`src/hw/rtl/object_bounding_box_core_defines.svh`:
```
// Assertion macros for the bounding box core.
// OBB_ASSERT_IMP: the consequent holds in the same cycle as the antecedent.
// OBB_ASSERT_NXT: the consequent holds in the cycle after the antecedent.
`ifndef OBJECT_BOUNDING_BOX_CORE_DEFINES_SVH
`define OBJECT_BOUNDING_BOX_CORE_DEFINES_SVH

`ifndef SYNTH
`define OBB_ASSERT_IMP(label, clk, rst, ante, cons) \
  label: assert property (@(posedge clk) disable iff (rst) (ante) |-> (cons)) \
    else $error("bounding box check failed");
`define OBB_ASSERT_NXT(label, clk, rst, ante, cons) \
  label: assert property (@(posedge clk) disable iff (rst) (ante) |=> (cons)) \
    else $error("bounding box check failed");
`else
`define OBB_ASSERT_IMP(label, clk, rst, ante, cons)
`define OBB_ASSERT_NXT(label, clk, rst, ante, cons)
`endif

`endif

```
`src/hw/rtl/obb_pkg.sv`:
```
`default_nettype none

package obb_pkg;

  localparam int OBB_MAX_SIDE = 4096;
  localparam int FIELD_W      = 13;
  localparam int PIX_W        = 8;
  localparam int CFG_IDX_W    = 2;

  localparam logic [FIELD_W-1:0] FRAME_WIDTH_RST  = FIELD_W'(640);
  localparam logic [FIELD_W-1:0] FRAME_HEIGHT_RST = FIELD_W'(480);
  localparam logic [PIX_W-1:0]   OBJECT_COLOR_RST = '0;

  typedef enum logic [CFG_IDX_W-1:0] {
    REG_FRAME_WIDTH  = 2'd0,
    REG_FRAME_HEIGHT = 2'd1,
    REG_OBJECT_COLOR = 2'd2
  } cfg_reg_t;

  // Frame geometry after clamping, and the object color.
  typedef struct packed {
    logic [FIELD_W-1:0] width;
    logic [FIELD_W-1:0] height;
    logic [PIX_W-1:0]   color;
  } cfg_t;

  typedef struct packed {
    logic signed [FIELD_W-1:0] top_row;
    logic [FIELD_W-1:0]        bottom_end;
    logic signed [FIELD_W-1:0] left_col;
    logic [FIELD_W-1:0]        right_end;
  } box_t;

  typedef struct packed {
    logic frame_end;
    box_t box;
  } track_status_t;

endpackage

`default_nettype wire

```
`src/hw/rtl/obb_cfg.sv`:
```
`default_nettype none

module obb_cfg
  import obb_pkg::*;
#(
  parameter int MAX_SIDE = OBB_MAX_SIDE
) (
  input  wire logic                 clk,
  input  wire logic                 rst,
  input  wire logic                 cfg_we,
  input  wire logic [CFG_IDX_W-1:0] cfg_index,
  input  wire logic [FIELD_W-1:0]   cfg_data,
  output cfg_t                      cfg
);

  logic [FIELD_W-1:0] frame_width;
  logic [FIELD_W-1:0] frame_height;
  logic [PIX_W-1:0]   object_color;

  // Force a size into 1..MAX_SIDE; the result never exceeds the raw value
  // except for zero, so it still fits the field width.
  function automatic logic [FIELD_W-1:0] clamp_side(input logic [FIELD_W-1:0] raw);
    logic [FIELD_W-1:0] side;
    if (raw == '0) begin
      side = FIELD_W'(1);
    end else if (32'(raw) > 32'(MAX_SIDE)) begin
      side = FIELD_W'(MAX_SIDE);
    end else begin
      side = raw;
    end
    return side;
  endfunction

  always_ff @(posedge clk) begin
    if (rst) begin
      frame_width  <= FRAME_WIDTH_RST;
      frame_height <= FRAME_HEIGHT_RST;
      object_color <= OBJECT_COLOR_RST;
    end else if (cfg_we) begin
      case (cfg_index)
        REG_FRAME_WIDTH:  frame_width  <= cfg_data;
        REG_FRAME_HEIGHT: frame_height <= cfg_data;
        REG_OBJECT_COLOR: object_color <= cfg_data[PIX_W-1:0];
        default: ;
      endcase
    end
  end

  always_comb begin
    cfg.width  = clamp_side(frame_width);
    cfg.height = clamp_side(frame_height);
    cfg.color  = object_color;
  end

endmodule

`default_nettype wire

```
`src/hw/rtl/obb_tracker.sv`:
```
`default_nettype none

module obb_tracker
  import obb_pkg::*;
#(
  parameter int MAX_SIDE = OBB_MAX_SIDE
) (
  input  wire logic             clk,
  input  wire logic             rst,
  input  cfg_t                  cfg,
  input  wire logic             step,
  input  wire logic [PIX_W-1:0] pix,
  output track_status_t         status
);

  localparam int CW   = (MAX_SIDE > 1) ? $clog2(MAX_SIDE) : 1;
  localparam int CMPW = (CW + 1 > FIELD_W) ? CW + 1 : FIELD_W;
  localparam logic [CW-1:0] MIN_COL_RST = CW'(MAX_SIDE - 1);

  logic [CW-1:0] col_count, col_count_next;
  logic [CW-1:0] row_count, row_count_next;
  logic [CW-1:0] min_row, min_row_next;
  logic [CW-1:0] max_row, max_row_next;
  logic [CW-1:0] min_col, min_col_next;
  logic [CW-1:0] max_col, max_col_next;
  logic          any_found, any_found_next;

  // Bounds with the current pixel folded in, before any end-of-frame clear.
  logic [CW-1:0] min_row_upd, max_row_upd, min_col_upd, max_col_upd;
  logic          any_found_upd;

  logic [CMPW-1:0] col_inc, row_inc;
  logic            row_end, frame_end, match;

  always_comb begin
    col_inc   = CMPW'(col_count) + CMPW'(1);
    row_inc   = CMPW'(row_count) + CMPW'(1);
    row_end   = col_inc >= CMPW'(cfg.width);
    frame_end = row_end && (row_inc >= CMPW'(cfg.height));
    match     = pix == cfg.color;
  end

  always_comb begin
    min_row_upd   = min_row;
    max_row_upd   = max_row;
    min_col_upd   = min_col;
    max_col_upd   = max_col;
    any_found_upd = any_found;
    if (match) begin
      if (!any_found) begin
        min_row_upd = row_count;
        min_col_upd = col_count;
        max_col_upd = col_count;
      end else begin
        if (col_count < min_col) begin
          min_col_upd = col_count;
        end
        if (col_count > max_col) begin
          max_col_upd = col_count;
        end
      end
      max_row_upd   = row_count;
      any_found_upd = 1'b1;
    end
  end

  always_comb begin
    min_row_next   = min_row_upd;
    max_row_next   = max_row_upd;
    min_col_next   = min_col_upd;
    max_col_next   = max_col_upd;
    any_found_next = any_found_upd;
    col_count_next = col_count;
    row_count_next = row_count;
    if (!row_end) begin
      col_count_next = col_count + CW'(1);
    end else if (!frame_end) begin
      col_count_next = '0;
      row_count_next = row_count + CW'(1);
    end else begin
      // drop the bounds and restart at the top of the next frame
      col_count_next = '0;
      row_count_next = '0;
      min_row_next   = '0;
      max_row_next   = '0;
      min_col_next   = MIN_COL_RST;
      max_col_next   = '0;
      any_found_next = 1'b0;
    end
  end

  always_ff @(posedge clk) begin
    if (rst) begin
      col_count <= '0;
      row_count <= '0;
      min_row   <= '0;
      max_row   <= '0;
      min_col   <= MIN_COL_RST;
      max_col   <= '0;
      any_found <= 1'b0;
    end else if (step) begin
      col_count <= col_count_next;
      row_count <= row_count_next;
      min_row   <= min_row_next;
      max_row   <= max_row_next;
      min_col   <= min_col_next;
      max_col   <= max_col_next;
      any_found <= any_found_next;
    end
  end

  // Result as it stands after the current pixel is folded in.
  always_comb begin
    status.frame_end = frame_end;
    if (any_found_upd && frame_end) begin
      status.box.top_row    = FIELD_W'(min_row_upd);
      status.box.bottom_end = FIELD_W'(CMPW'(max_row_upd) + CMPW'(1));
      status.box.left_col   = FIELD_W'(min_col_upd);
      status.box.right_end  = FIELD_W'(CMPW'(max_col_upd) + CMPW'(1));
    end else begin
      status.box.top_row    = '1;
      status.box.bottom_end = '0;
      status.box.left_col   = '1;
      status.box.right_end  = '0;
    end
  end

endmodule

`default_nettype wire

```
`src/hw/rtl/object_bounding_box_core.sv`:
```
// Channel   Direction  Payload                                     Handshake
// pixel     in         pixel[7:0]                                  pixel_valid / pixel_stall
// box       out        top_row, bottom_end, left_col, right_end    box_valid / box_stall
// cfg       in         cfg_index[1:0], cfg_data[12:0]              cfg_we
//
// One pixel per cycle while box stall does not hold back a frame's last pixel:
// a pixel is held in the input register, then the bound compares fold it into
// the tracker state. A frame's last pixel passes the input register, and its box
// is loaded into the output register when that pixel is folded in.
// Synchronous active-high reset clears counters, bounds and valids; the
// size registers come up at 640 x 480 and the object color at 0.
// Box stall holds back only the last pixel of a frame while an older box
// still waits, and new pixels stall behind it; no other pixel waits on it.
`default_nettype none

`include "object_bounding_box_core_defines.svh"

module object_bounding_box_core
  import obb_pkg::*;
#(
  parameter int MAX_SIDE = OBB_MAX_SIDE
) (
  input  wire logic                        clk,
  input  wire logic                        rst,
  // configuration writes
  input  wire logic                        cfg_we,
  input  wire logic [CFG_IDX_W-1:0]        cfg_index,
  input  wire logic [FIELD_W-1:0]          cfg_data,
  // pixel stream
  input  wire logic                        pixel_valid,
  output logic                             pixel_stall,
  input  wire logic [PIX_W-1:0]            pixel,
  // bounding box results
  output logic                             box_valid,
  input  wire logic                        box_stall,
  output logic signed [FIELD_W-1:0]        top_row,
  output logic [FIELD_W-1:0]               bottom_end,
  output logic signed [FIELD_W-1:0]        left_col,
  output logic [FIELD_W-1:0]               right_end
);

  cfg_t          cfg;
  track_status_t status;

  // Input register
  logic             pix_valid;
  logic [PIX_W-1:0] pix_q;

  logic box_free;  // output register can take a new box this cycle
  logic proc;      // the held pixel is folded in this cycle
  logic emit;      // that pixel closes a frame, so a box is loaded

  obb_cfg #(
    .MAX_SIDE (MAX_SIDE)
  ) u_cfg (
    .clk       (clk),
    .rst       (rst),
    .cfg_we    (cfg_we),
    .cfg_index (cfg_index),
    .cfg_data  (cfg_data),
    .cfg       (cfg)
  );

  obb_tracker #(
    .MAX_SIDE (MAX_SIDE)
  ) u_tracker (
    .clk    (clk),
    .rst    (rst),
    .cfg    (cfg),
    .step   (proc),
    .pix    (pix_q),
    .status (status)
  );

  always_comb begin
    box_free    = !box_valid || !box_stall;
    // a pixel that does not end the frame never waits on the output side
    proc        = pix_valid && (!status.frame_end || box_free);
    emit        = proc && status.frame_end;
    // take a new pixel whenever the held one moves on or the register is empty
    pixel_stall = pix_valid && !proc;
  end

  always_ff @(posedge clk) begin
    if (rst) begin
      pix_valid <= 1'b0;
    end else if (!pixel_stall) begin
      pix_valid <= pixel_valid;
    end
  end

  always_ff @(posedge clk) begin
    if (pixel_valid && !pixel_stall) begin
      pix_q <= pixel;
    end
  end

  // Output register: load a finished box, drop it once the transaction completes
  always_ff @(posedge clk) begin
    if (rst) begin
      box_valid <= 1'b0;
    end else if (emit) begin
      box_valid <= 1'b1;
    end else if (!box_stall) begin
      box_valid <= 1'b0;
    end
  end

  always_ff @(posedge clk) begin
    if (emit) begin
      top_row    <= status.box.top_row;
      bottom_end <= status.box.bottom_end;
      left_col   <= status.box.left_col;
      right_end  <= status.box.right_end;
    end
  end

  // An accepted pixel always lands in the input register.
  `OBB_ASSERT_NXT(a_pix_lands, clk, rst, pixel_valid && !pixel_stall, pix_valid)
  // A new box only appears after a frame-closing pixel was folded in.
  `OBB_ASSERT_IMP(a_box_from_frame_end, clk, rst, $rose(box_valid), $past(emit))
  // A found object has nonzero exclusive ends.
  `OBB_ASSERT_IMP(a_found_has_ends, clk, rst, box_valid && (top_row != '1),
                  (bottom_end != '0) && (right_end != '0))

endmodule

`default_nettype wire
```
`config.mk`:
```
export PLATFORM = sky130hd
export DESIGN_NAME = object_bounding_box_core
export DESIGN_NICKNAME = d
export VERILOG_FILES = /design/src/hw/rtl/obb_pkg.sv /design/src/hw/rtl/obb_cfg.sv /design/src/hw/rtl/obb_tracker.sv /design/src/hw/rtl/object_bounding_box_core.sv
export VERILOG_INCLUDE_DIRS = /design/src /design/src/hw/rtl
export SDC_FILE = /design/constraint.sdc
export NUM_CORES = 1
export LEC_CHECK = 0
export BUFFER_PORTS_ARGS = -buffer_cell sky130_fd_sc_hd__buf_2
export CORE_ASPECT_RATIO = 0.7
export CORE_MARGIN = 2
export CORE_UTILIZATION = 45
export DETAILED_ROUTE_END_ITERATION = 8
export MAX_ROUTING_LAYER = met4
export PLACE_DENSITY = 0.75
export SETUP_SLACK_MARGIN = 0.4
export SLEW_MARGIN = 20
export SYNTH_ARGS = -nofsm -noshare
export SYNTH_HDL_FRONTEND = slang
export SYNTH_SLANG_ARGS = --single-unit
```
`constraint.sdc`:
```
create_clock -name clk -period 5.65 [get_ports clk]
set_clock_uncertainty 0.2 [all_clocks]
set_input_delay 0.8475 -clock clk [delete_from_list [all_inputs] [get_ports clk]]
set_output_delay 0.8475 -clock clk [all_outputs]
set_load 0.1 [all_outputs]
```
==> results.txt, run 1 <==
TritonCTS built the clock tree. Data on the critical path arrives at its endpoint at 3.99 ns. Summed over all cells, the static leakage comes to 3.82 nW.

Power comes to 2.54 mW. Per-instance average area after synthesis: 9.38 µm². In the post-synthesis netlist, the cell with the most instances is nand2_1. After the last flow step, the layout net total stands at 1072. Across every metal layer, demand over resource in global routing totals 21.8%.

The count of filler cells inserted in the layout was 1733. Start-to-end type of the worst setup path: register to primary output. 82 I/O pins were placed.

In the final timing run, aggregate negative setup slack is 0 ns. The region available for standard cell placement spans 19000 µm². The final antenna-violating net count was 0. The number of antenna diodes in the final layout is 0. Horizontal extent of the die: 171 µm.

The run finished with clean final reports. The first detailed-routing pass took 7 iterations. In the routed design, unresolved DRC markers number 0. The number of antenna violations at the first check in global routing was 0.

At the pin with the least slew margin, the transition time is 1.05 ns. For the via total after detailed routing, the log shows 7122. The ratio of cells with drive above 1 in the final layout came out at 15.7%. The post-synthesis to final-layout area growth works out to 13.1%. The H-tree was split into 4 levels. The first global-routing pass estimated 34000 µm of wire. The clock net in this run drives a total of 168 sinks.

The total setup violations reported at the end of the flow came out at 0. The cell area power density is 256 nW/µm², and the detail-routed via count per cell is 5.62. Setup slack closes at 0.610 ns. Entering global routing, the biggest net connects 49 pins.

In this run, post-CTS hold repair placed 0 buffers. STA puts the critical path data required time at 4.60 ns. The worst setup slack after placement is 0.768 ns. The number of pins with negative max-slew slack in the final report is 0, and the number of buffers inserted during clock tree synthesis is 17. STA classifies the critical path endpoint as a primary output. Number of hold-slack violations in the final timing report: 0. The largest driver fanout on the critical path is 13, and the number of enable-type register cells in the synthesized netlist is 59. Max-cap violation count: 0. Input and output buffers added on the ports amount to 81. After clock tree synthesis, the clock-pin slew on the worst setup and hold paths is 0.07 ns. Synthesis produced a netlist with a net count of 1019.

The detailed placement HPWL is 15200 µm, and the cell area after synthesis is 8800 µm². The number of gates resized after cts was 2; the die boundary height was 121 µm. The count of mapped cells out of synthesis is 938, and the share of the clock period used by the worst path is 89.2%. The max-slew headroom at the worst pin came out at 29.6%.

Among all flip-flop cells after synthesis, the most frequent one is dfxtp_1. The area share of the largest cell type after synthesis works out to 24.8%. For the die area, the log shows 20700 µm². The synthesized design contains 168 register bits. Synthesis instantiated 64 different standard cells from the library. Warning count from the yosys run: 0. In the synthesized netlist, the cells that appear most often are nand2_1 (164), dfxtp_1 (109), nor2_1 (62), edfxtp_1 (59), ha_1 (53).

Share of flip-flops with an asynchronous set or reset: 0%. The shortest period the worst path allows is 5.04 ns, and the number of DRC markers in iteration 0 is 708. Setup repair after global routing left no endpoint under its margin. Clock tree synthesis selected as its root buffer the cell clkbuf_16.

The synthesized design spends more area on one cell type than any other, namely dfxtp_1. Class of the tightest hold or removal check: register to register. Maximum clock frequency: 0.198 GHz.

Sequential cells were found to cover 44.9% of the synthesized design area. The number of setup buffers added after CTS is 0. Across the VDD grid, the largest voltage drop is 202 µV.

Clock latency on the worst-skew pair, taken at its later pin, is 0.44 ns. Number of global-route vias before repair: 6482. The tools report the final design instance area without fill as 9950 µm². In the post-synthesis netlist, the biggest area contributors are dfxtp_1 (25%), edfxtp_1 (20%), ha_1 (7.5%), nand2_1 (7.0%), a22o_1 (3.6%).

Summed over all layers, the global routing overflow is 0. The starting utilization of the core area is 46.3%, and the cell area after placement is 9320 µm². At the end of routability-driven placement, the weighted congestion stood at 0.927. The number of core rows was 42; the clock tree buffer depth was 2. The worst setup path is launched from a register.

The wire length per cell after detailed routing works out to 16.7 µm. The run gives 21200 µm as the aggregate routed wire length.
==> worst max-delay path, cell delays in order, from the launching register on <==
cell and delay, ns:
dfxtp_1 0.48, nand2_1 0.18, nor3_2 0.30, and3_1 0.27
nand3_1 0.11, xnor2_1 0.34, ha_1 0.22, nand4_1 0.13
a211oi_1 0.21, a21oi_1 0.10, buf_4 0.20, or4_1 0.60
inv_1 0.12, buf_4 0.29
==> flip-flops by register name, summed over array words and instances (netlist names), 13 cells and up <==
signal / count
bottom_end: 13
right_end: 13
top_row: 13
u_cfg.frame_height: 13
u_cfg.frame_width: 13
==> layer usage <==
layer,global-route usage (%),part of all wire [%],vias up
met5,-,0,-
met1,32.5,50,3355
li1,-,-,3467
met4,5.56,0.85,0
met3,4.70,7.9,23
met2,29.6,41,277
==> power by group <==
part           internal (mW)  total, mW  leakage, nW  switching [mW]
sequential              1.26       1.27         1.29          0.0115
clock                  0.616       1.17        0.291           0.553
combinational         0.0381      0.107         2.23          0.0690
total                   1.91       2.54         3.82           0.633
==> per-stage QoR <==
| stage | utilization (%) | hold slack, ns | instances |
|---|---|---|---|
| CTS | 52.2 | 0.260 | 1268 |
| global route | 52.3 | 0.288 | 1268 |
| finish | 52.3 | 0.260 | 1268 |
| global placement | 49.0 | 0.244 | 1236 |
| floorplan | - | 0.236 | 938 |
| detailed placement | 49.0 | 0.252 | 1236 |
==> worst paths after layout <==
check	start	to	slack, ns	cells after the start
setup / recovery	u_tracker.col_count[1]	pixel_stall	0.61	13
hold / removal	u_tracker.min_col[11]	u_tracker.min_col[11]	0.26	2
setup reg to reg	u_tracker.col_count[7]	right_end[10]	0.99	15
hold reg to reg	u_tracker.min_col[11]	u_tracker.min_col[11]	0.26	2
==> cell usage in the layout (no fill, tap or decap), types with 31 or more instances in the layout <==
cell | Yosys | final
a22o_1 | 36 | 36
inv_1 | 33 | 33
a21oi_1 | 44 | 44
edfxtp_1 | 59 | 59
nand3_1 | 36 | 35
buf_2 | 16 | 80
xnor2_1 | 31 | 31
dfxtp_1 | 109 | 105
nor2_1 | 62 | 60
nand2_1 | 164 | 164
ha_1 | 53 | 53
==> final cells by class <==
cell class	instances	area (µm²)	share of cell area (%)
Clock buffer	18	450	4.53
Sequential cell	168	3960	39.8
Tap cell	264	330	3.32
Inverter	35	131	1.32
Timing Repair Buffer	94	505	5.08
Multi-Input combinational cell	675	4420	44.5
Clock inverter	14	148	1.48
==> kinds of logic after synthesis <==
kind of cell	after synthesis	share of synthesized area [%]
mux	21	2.43
buf+inv	95	5.09
simple gates	345	17.8
xor+xnor	48	4.78
flops	168	44.9
compound gates	208	17.4
fa+ha+maj	53	7.54
Note: power is estimated with default switching activity, not from simulation.
==> inputs of run 2 (changes only) <==
==> constraint.sdc (replaced) <==
create_clock -name clk -period 5.65 [get_ports clk]
set_clock_uncertainty 0.2 [all_clocks]
set_input_delay 0.2825 -clock clk [delete_from_list [all_inputs] [get_ports clk]]
set_output_delay 0.2825 -clock clk [all_outputs]
set_load 0.1 [all_outputs]
==> run 2 against run 1 <==
Via count decreased by 0.49%. Combinational power increased by 9%. Largest power group unchanged. Clock power increased by 3%. Highest routed layer unchanged.
==> results.txt, run 2 (synthesis gave the netlist of run 1 again) <==
The proportion of power drawn by flip-flops and latches was 48.8%; the ratio of cells with drive above 1 in the final layout was 14.6%. TritonCTS built the clock tree. The top cell family by delay on the critical path is simple AND/OR/NAND/NOR gates. Excluding fillers, the count of instances in the completed layout stands at 1289. Global routing consumed, over all layers together, 21.6% of the routing resources.

Counting instances, the worst hold path has a depth of 3. The die covers 20700 µm². For the hold slack, the log shows 0.0694 ns.

The data arrival time of the critical path was 4.46 ns. The region available for standard cell placement spans 19000 µm². Subtracting the final worst setup slack from the clock period gives 4.95 ns. CTS saw 168 sinks. The number of detailed-routing iterations run before antenna repair was 5. Static timing analysis puts the maximum clock frequency at 0.202 GHz. The run finished with clean final reports. The start-to-end type of the worst setup path is register to primary output.

Entering global routing, the biggest net connects 52 pins. The internal power of the cells totals 1.95 mW. The CTS clock-pin slew for the worst setup and hold paths came out at 0.07 ns.

The logs give 46.3% for the starting utilization of the core area and 0.896 for the routability-driven placement congestion ratio. The logs give 0 for the number of pins with negative max-slew slack in the final report and 5.17 ns for the critical path required time. After filler insertion, the fill cell instance count of the layout stands at 1715. The die boundary height is 121 µm, and the leakage power of the design is 3.89 nW. Dividing the detail-routed wire length by the instance count gives 16.3 µm. For this run, the slowest stage of the critical path takes 0.61 ns.

Setup repair after global routing left no endpoint under its margin. The count of nets left with antenna violations once routing finished came out at 0. Summing all non-filler instances in the final layout gives an area of 10200 µm². Once detailed placement completed, the half-perimeter wirelength came to 14700 µm.

The total design power is 2.60 mW, and the power dissipated by switching net loads is 0.651 mW. STA classifies the critical path startpoint as a register. Worst supply voltage drop on vdd: 173 µV. The critical path runs through a total of 13 cells.

The logs give 0 for the global-route congestion overflow total and 82 for the number of I/O pins. The H-tree depth was 4. Type of destination of the critical path: a primary output.

The number of hold-slack violations in the final timing report came out at 0. For the pin with the worst max-slew slack, the measured transition is 1.05 ns. The first global-routing pass estimated 33800 µm of wire. Along the worst path, the maximum fanout reaches 13. The leading cell type in the layout, fill and taps excluded is nand2_1. Setup total negative slack on the finished layout was measured at 0 ns. The number of buffers and inverters on the critical path came out at 3. For this run, design rule violations remaining after detail routing come to 0. Clock insertion delay at the later pin of the skew report: 0.44 ns.

The final layout contains routed wiring with a total length of 21000 µm. For the number of antenna violations at the first check in global routing, the log shows 0. The tree is rooted in a clkbuf_16. The cell area power density is 256 nW/µm², and the worst setup slack after placement is 1.04 ns.

For the number of nets in the layout, the log shows 1093. The share of total power dissipated in the clock network is 46.7%. The post-route core utilization is 53.4%, and the detail-routed via count per cell is 5.50. The initialized floorplan defines 42 standard-cell rows. The critical path's most frequent cell was ha_1. Of the available clock period, the critical path in the final layout requires 87.6%. Setup violations remaining at the end of the flow were counted as 0.

The library cells used most frequently in the layout, excluding fill and tap cells, are nand2_1 (164), dfxtp_1 (109), buf_2 (81). The number of global-route vias before repair was 6499. In this run the cell area measured after placement is 9320 µm².

The clock passes through at most 2 buffers. The repair_antennas step left the layout with diodes totalling 0. After the first detailed-routing iteration, the DRC count stood at 715. The signal on the critical path passes through ha_1 -> nand3_1 -> nor3_1 -> and3_1 -> xor2_1 -> ha_1 -> nand4_1 -> a211oi_1 -> a21oi_1 -> buf_4 -> or4_1 -> inv_1 -> buf_2. In this run, the combinational gates consume 4.5% of the power.

In this run switching power makes up 25.1% of total power. In the post-route analysis, the smallest setup slack over all paths is 0.703 ns. Number of instances in the placed design: 1235. The worst hold path belongs to the class input pin to register. Horizontal extent of the die: 171 µm. The max-slew headroom at the worst pin is 29.7%, and the count of input and output buffers is 81. The area growth from synthesis to layout is 15.5%. For this block, the via count after detailed routing is 7087. The run gives 0 as the max-cap violation count. Gates resized during post-CTS repair numbered 0. For the number of buffers inserted during clock tree synthesis, the log shows 17. Worst-path cell with the longest stage delay: or4_1. The worst register-to-register path has a depth of 14.
==> run 2: cell types whose count changed in the layout (fill, tap and decap cells not counted), sizes merged <==
cell,before,now
clkbuf,18,17
bufinv,0,1
dlygate4sd3,0,22
buf,94,93
==> run 2: cell type report <==
| class | instances | area (µm²) | share of cell area, % |
|---|---|---|---|
| Timing Repair Buffer | 115 | 716 | 7.04 |
| Inverter | 35 | 131 | 1.29 |
| Multi-Input combinational cell | 675 | 4400 | 43.3 |
| Tap cell | 264 | 330 | 3.25 |
| Sequential cell | 168 | 3950 | 38.9 |
| Clock inverter | 15 | 199 | 1.96 |
| Clock buffer | 17 | 425 | 4.19 |
==> run 2: power by group through the flow <==
stage	combinational, mW	clock [mW]	sequential [mW]
2_1_floorplan	0.0756	0	1.29
3_3_place_gp	0.102	0	1.29
3_5_place_dp	0.104	0	1.30
4_1_cts	0.116	1.23	1.27
5_1_grt	0.130	1.29	1.27
6_report	0.117	1.21	1.27
==> run 2: worst paths after layout <==
| check | from | to | slack (ns) |
|---|---|---|---|
| hold / removal | box_stall | box_valid | 0.07 |
| setup reg to reg | u_tracker.col_count[1] | bottom_end[12] | 0.94 |
| hold reg to reg | u_tracker.min_col[2] | u_tracker.min_col[2] | 0.26 |
| setup / recovery | u_tracker.col_count[1] | pixel_stall | 0.70 |
==> run 2: worst min-delay path, cell delays in order <==
cell	delay, ns
buf_2	0.13
nand2_1	0.16
a21oi_1	0.08
==> run 2: what timing repair did <==
action                    in CTS  in global routing
hold buffers                  22                  0
hold endpoints to repair      43                  0
buffers inserted               0                  0
==> run 2: metal layers <==
layer  vias to the layer above  share of wire, %  track usage (%)
met5                         -                 0                -
met4                         0              0.87             4.71
met3                        22               9.1             5.51
met2                       293                41             30.0
met1                      3268                49             31.4
li1                       3504                 -                -
==> inputs of run 3 (changes only) <==
--- a/config.mk
+++ b/config.mk
@@ -9,10 +9,11 @@
 export BUFFER_PORTS_ARGS = -buffer_cell sky130_fd_sc_hd__buf_2
 export CORE_ASPECT_RATIO = 0.7
 export CORE_MARGIN = 2
-export CORE_UTILIZATION = 45
+export CORE_UTILIZATION = 30
+export CTS_BUF_LIST = sky130_fd_sc_hd__clkbuf_16
 export DETAILED_ROUTE_END_ITERATION = 8
 export MAX_ROUTING_LAYER = met4
-export PLACE_DENSITY = 0.75
+export PLACE_DENSITY = 0.57
 export SETUP_SLACK_MARGIN = 0.4
 export SLEW_MARGIN = 20
 export SYNTH_ARGS = -nofsm -noshare
==> run 3 against run 2 <==
Sequential cell count unchanged. Via count down 0.16%. Sequential share of layout area down 0.48 points. Clock power down 8%. First-iteration DRC count down 34%. Setup slack better by 0.080 ns. Cell count up 9.2%. Critical path type unchanged. Critical endpoint unchanged.
==> results.txt, run 3 (synthesis gave the netlist of run 1 again) <==
In this run the standard cell core region covers 28900 µm². The detailed placement HPWL is 16800 µm, and the number of detailed-routing iterations run before antenna repair is 5. Setup repair after global routing left no endpoint under its margin.

The routability-driven placement congestion ratio was 0.825. Overall power consumption after layout is estimated at 2.50 mW. The number of antenna violations at the first check in global routing was 0; the H-tree depth was 4. Subtracting the final worst setup slack from the clock period gives 4.87 ns.

After clock tree synthesis, the clock-pin slew on the worst setup and hold paths is 0.08 ns. The share of the clock period used by the worst path works out to 86.1%. Of the cells placed in the final design, the portion with a size suffix greater than 1 is 15.4%. Leaving out fill and tap cells, the most frequent cells in the layout are nand2_1 (164), dfxtp_1 (107), buf_2 (80). The floorplan step defined a die boundary enclosing 30700 µm². The global routing usage summed across all routing layers came out at 16.0%. Counting the fill cells in the layout gives 2991.

Summing all placed instances gives a cell area of 9490 µm². The number of buffers inserted during clock tree synthesis is 17. The detailed router placed 7076 vias in this run. The detail-routed via count per cell was 5.03; the cell area power density was 243 nW/µm².

The critical path in this run is classified as register to primary output. Clock tree synthesis selected as its root buffer the cell clkbuf_16. From bottom edge to top edge, the die measures 147 µm.

For this block, the routed nets add up to 23300 µm of wire. VDD sags by at most 205 µV. The logs give 0 for the number of design rule violations left after detail routing and 82 for the number of I/O pins.

The clock net in this run drives a total of 168 sinks. For the antenna cell count, the log shows 0. Post-synthesis to final-layout area growth: 17.0%. The leading cell type in the layout, fill and taps excluded was nand2_1.

In this run the deepest clock path goes through 2 buffers. In this run the worst hold path is classified as input pin to register. After floorplanning, the core was divided into 52 placement rows. After global routing the overflow that remains totals 0.

TritonCTS built the clock tree. For the hold slack, the log shows 0.0746 ns. The count of nets left with antenna violations once routing finished came out at 0.

After detailed routing, the average wire length per cell comes to 16.6 µm. The largest driver fanout on the critical path was 11. The analysis attributes to cell leakage a power of 3.90 nW. Derived from the worst setup path, the maximum achievable clock frequency is 0.205 GHz. The starting utilization of the core area is 30.5%.

The first global-routing pass estimated 37200 µm of wire. For the number of pins with negative max-slew slack in the final report, the log shows 0. In this run the tool buffered the top-level ports with 81 buffer cells. The run gives 4.38 ns as the data arrival time of the critical path. Once layout is done, the placed cells without fillers occupy 10300 µm². Across the run, the number of max-cap violations was 0. The type of destination of the critical path is a primary output. Critical path required time: 5.17 ns. Total negative setup slack: 0 ns. The logs give 49 for the largest net degree at the start of global routing and 0 for the number of hold-slack violations in the final timing report. STA classifies the critical path startpoint as a register. The tools report the number of DRC markers in iteration 0 as 470. The logs give 1097 for the number of nets in the layout and 0 for the total setup violations reported at the end of the flow. The number of global-route vias before repair is 6636, and the transition time at the pin with the least slew margin is 1.02 ns. The max-slew headroom at the worst pin came out at 31.8%.

The flow ran to the end, and the final reports show no timing, DRC or antenna violations. The floorplan step set the die width to 209 µm. Clock insertion delay at the later pin of the skew report: 0.45 ns.
-- run 3: timing repair --
item | in CTS | in global routing
hold buffers | 22 | 0
setup endpoints to repair | 0 | 2
hold endpoints to repair | 43 | 0
gates resized for setup | 0 | 6
buffers inserted | 0 | 0
-- run 3: cell type report --
type / count / area (µm²) / share of cell area [%]
clock buffers: 17 / 425 / 4.13
well taps: 378 / 473 / 4.60
flip-flops and latches: 168 / 3960 / 38.4
clock inverters: 15 / 121 / 1.18
inverters: 35 / 131 / 1.28
repair buffers: 119 / 764 / 7.43
multi-input cells: 675 / 4420 / 42.9
-- run 3: report_power, final --
| group | total [mW] | internal [mW] | switching, mW |
|---|---|---|---|
| clock network | 1.11 | 0.573 | 0.540 |
| logic | 0.120 | 0.0488 | 0.0714 |
| registers | 1.27 | 1.26 | 0.0121 |
| total | 2.50 | 1.88 | 0.624 |
-- run 3: routing by layer --
layer | track usage, % | vias to the layer above | wire length, µm
met5 | - | - | 0
li1 | - | 3508 | -
met2 | 20.8 | 171 | 9040
met1 | 24.6 | 3374 | 12900
met4 | 3.96 | 0 | 230
met3 | 3.21 | 23 | 1160
-- run 3: path summary, 6_finish.rpt --
| check | start | endpoint | slack [ns] | cells past startpoint |
|---|---|---|---|---|
| worst max-delay path | u_tracker.col_count[3] | pixel_stall | 0.78 | 13 |
| worst min register to register | u_tracker.min_col[3] | u_tracker.min_col[3] | 0.26 | 2 |
| worst max register to register | u_tracker.col_count[5] | right_end[10] | 1.00 | 15 |
| worst min-delay path | box_stall | box_valid | 0.07 | 3 |
-- run 3: worst max-delay path, stage by stage (launching register included) --
cell and delay, ns:
dfxtp_1 0.62, nand3_1 0.21, nor3_2 0.32, and3_1 0.28, nand3_1 0.14, xnor2_2 0.21
ha_1 0.32, nand4_1 0.13, a211oi_1 0.24, a21oi_2 0.19, buf_4 0.21, or4_1 0.61
inv_1 0.13, clkbuf_4 0.34
-- run 3: per-stage QoR --
stage          worst slack, ns  util [%]  cells
2_1_floorplan             1.14         -    938
3_3_place_gp             0.902      32.9   1352
3_5_place_dp             0.848      32.9   1352
4_1_cts                  0.481      35.5   1406
5_1_grt                  0.492      35.6   1407
6_report                 0.784      35.6   1407
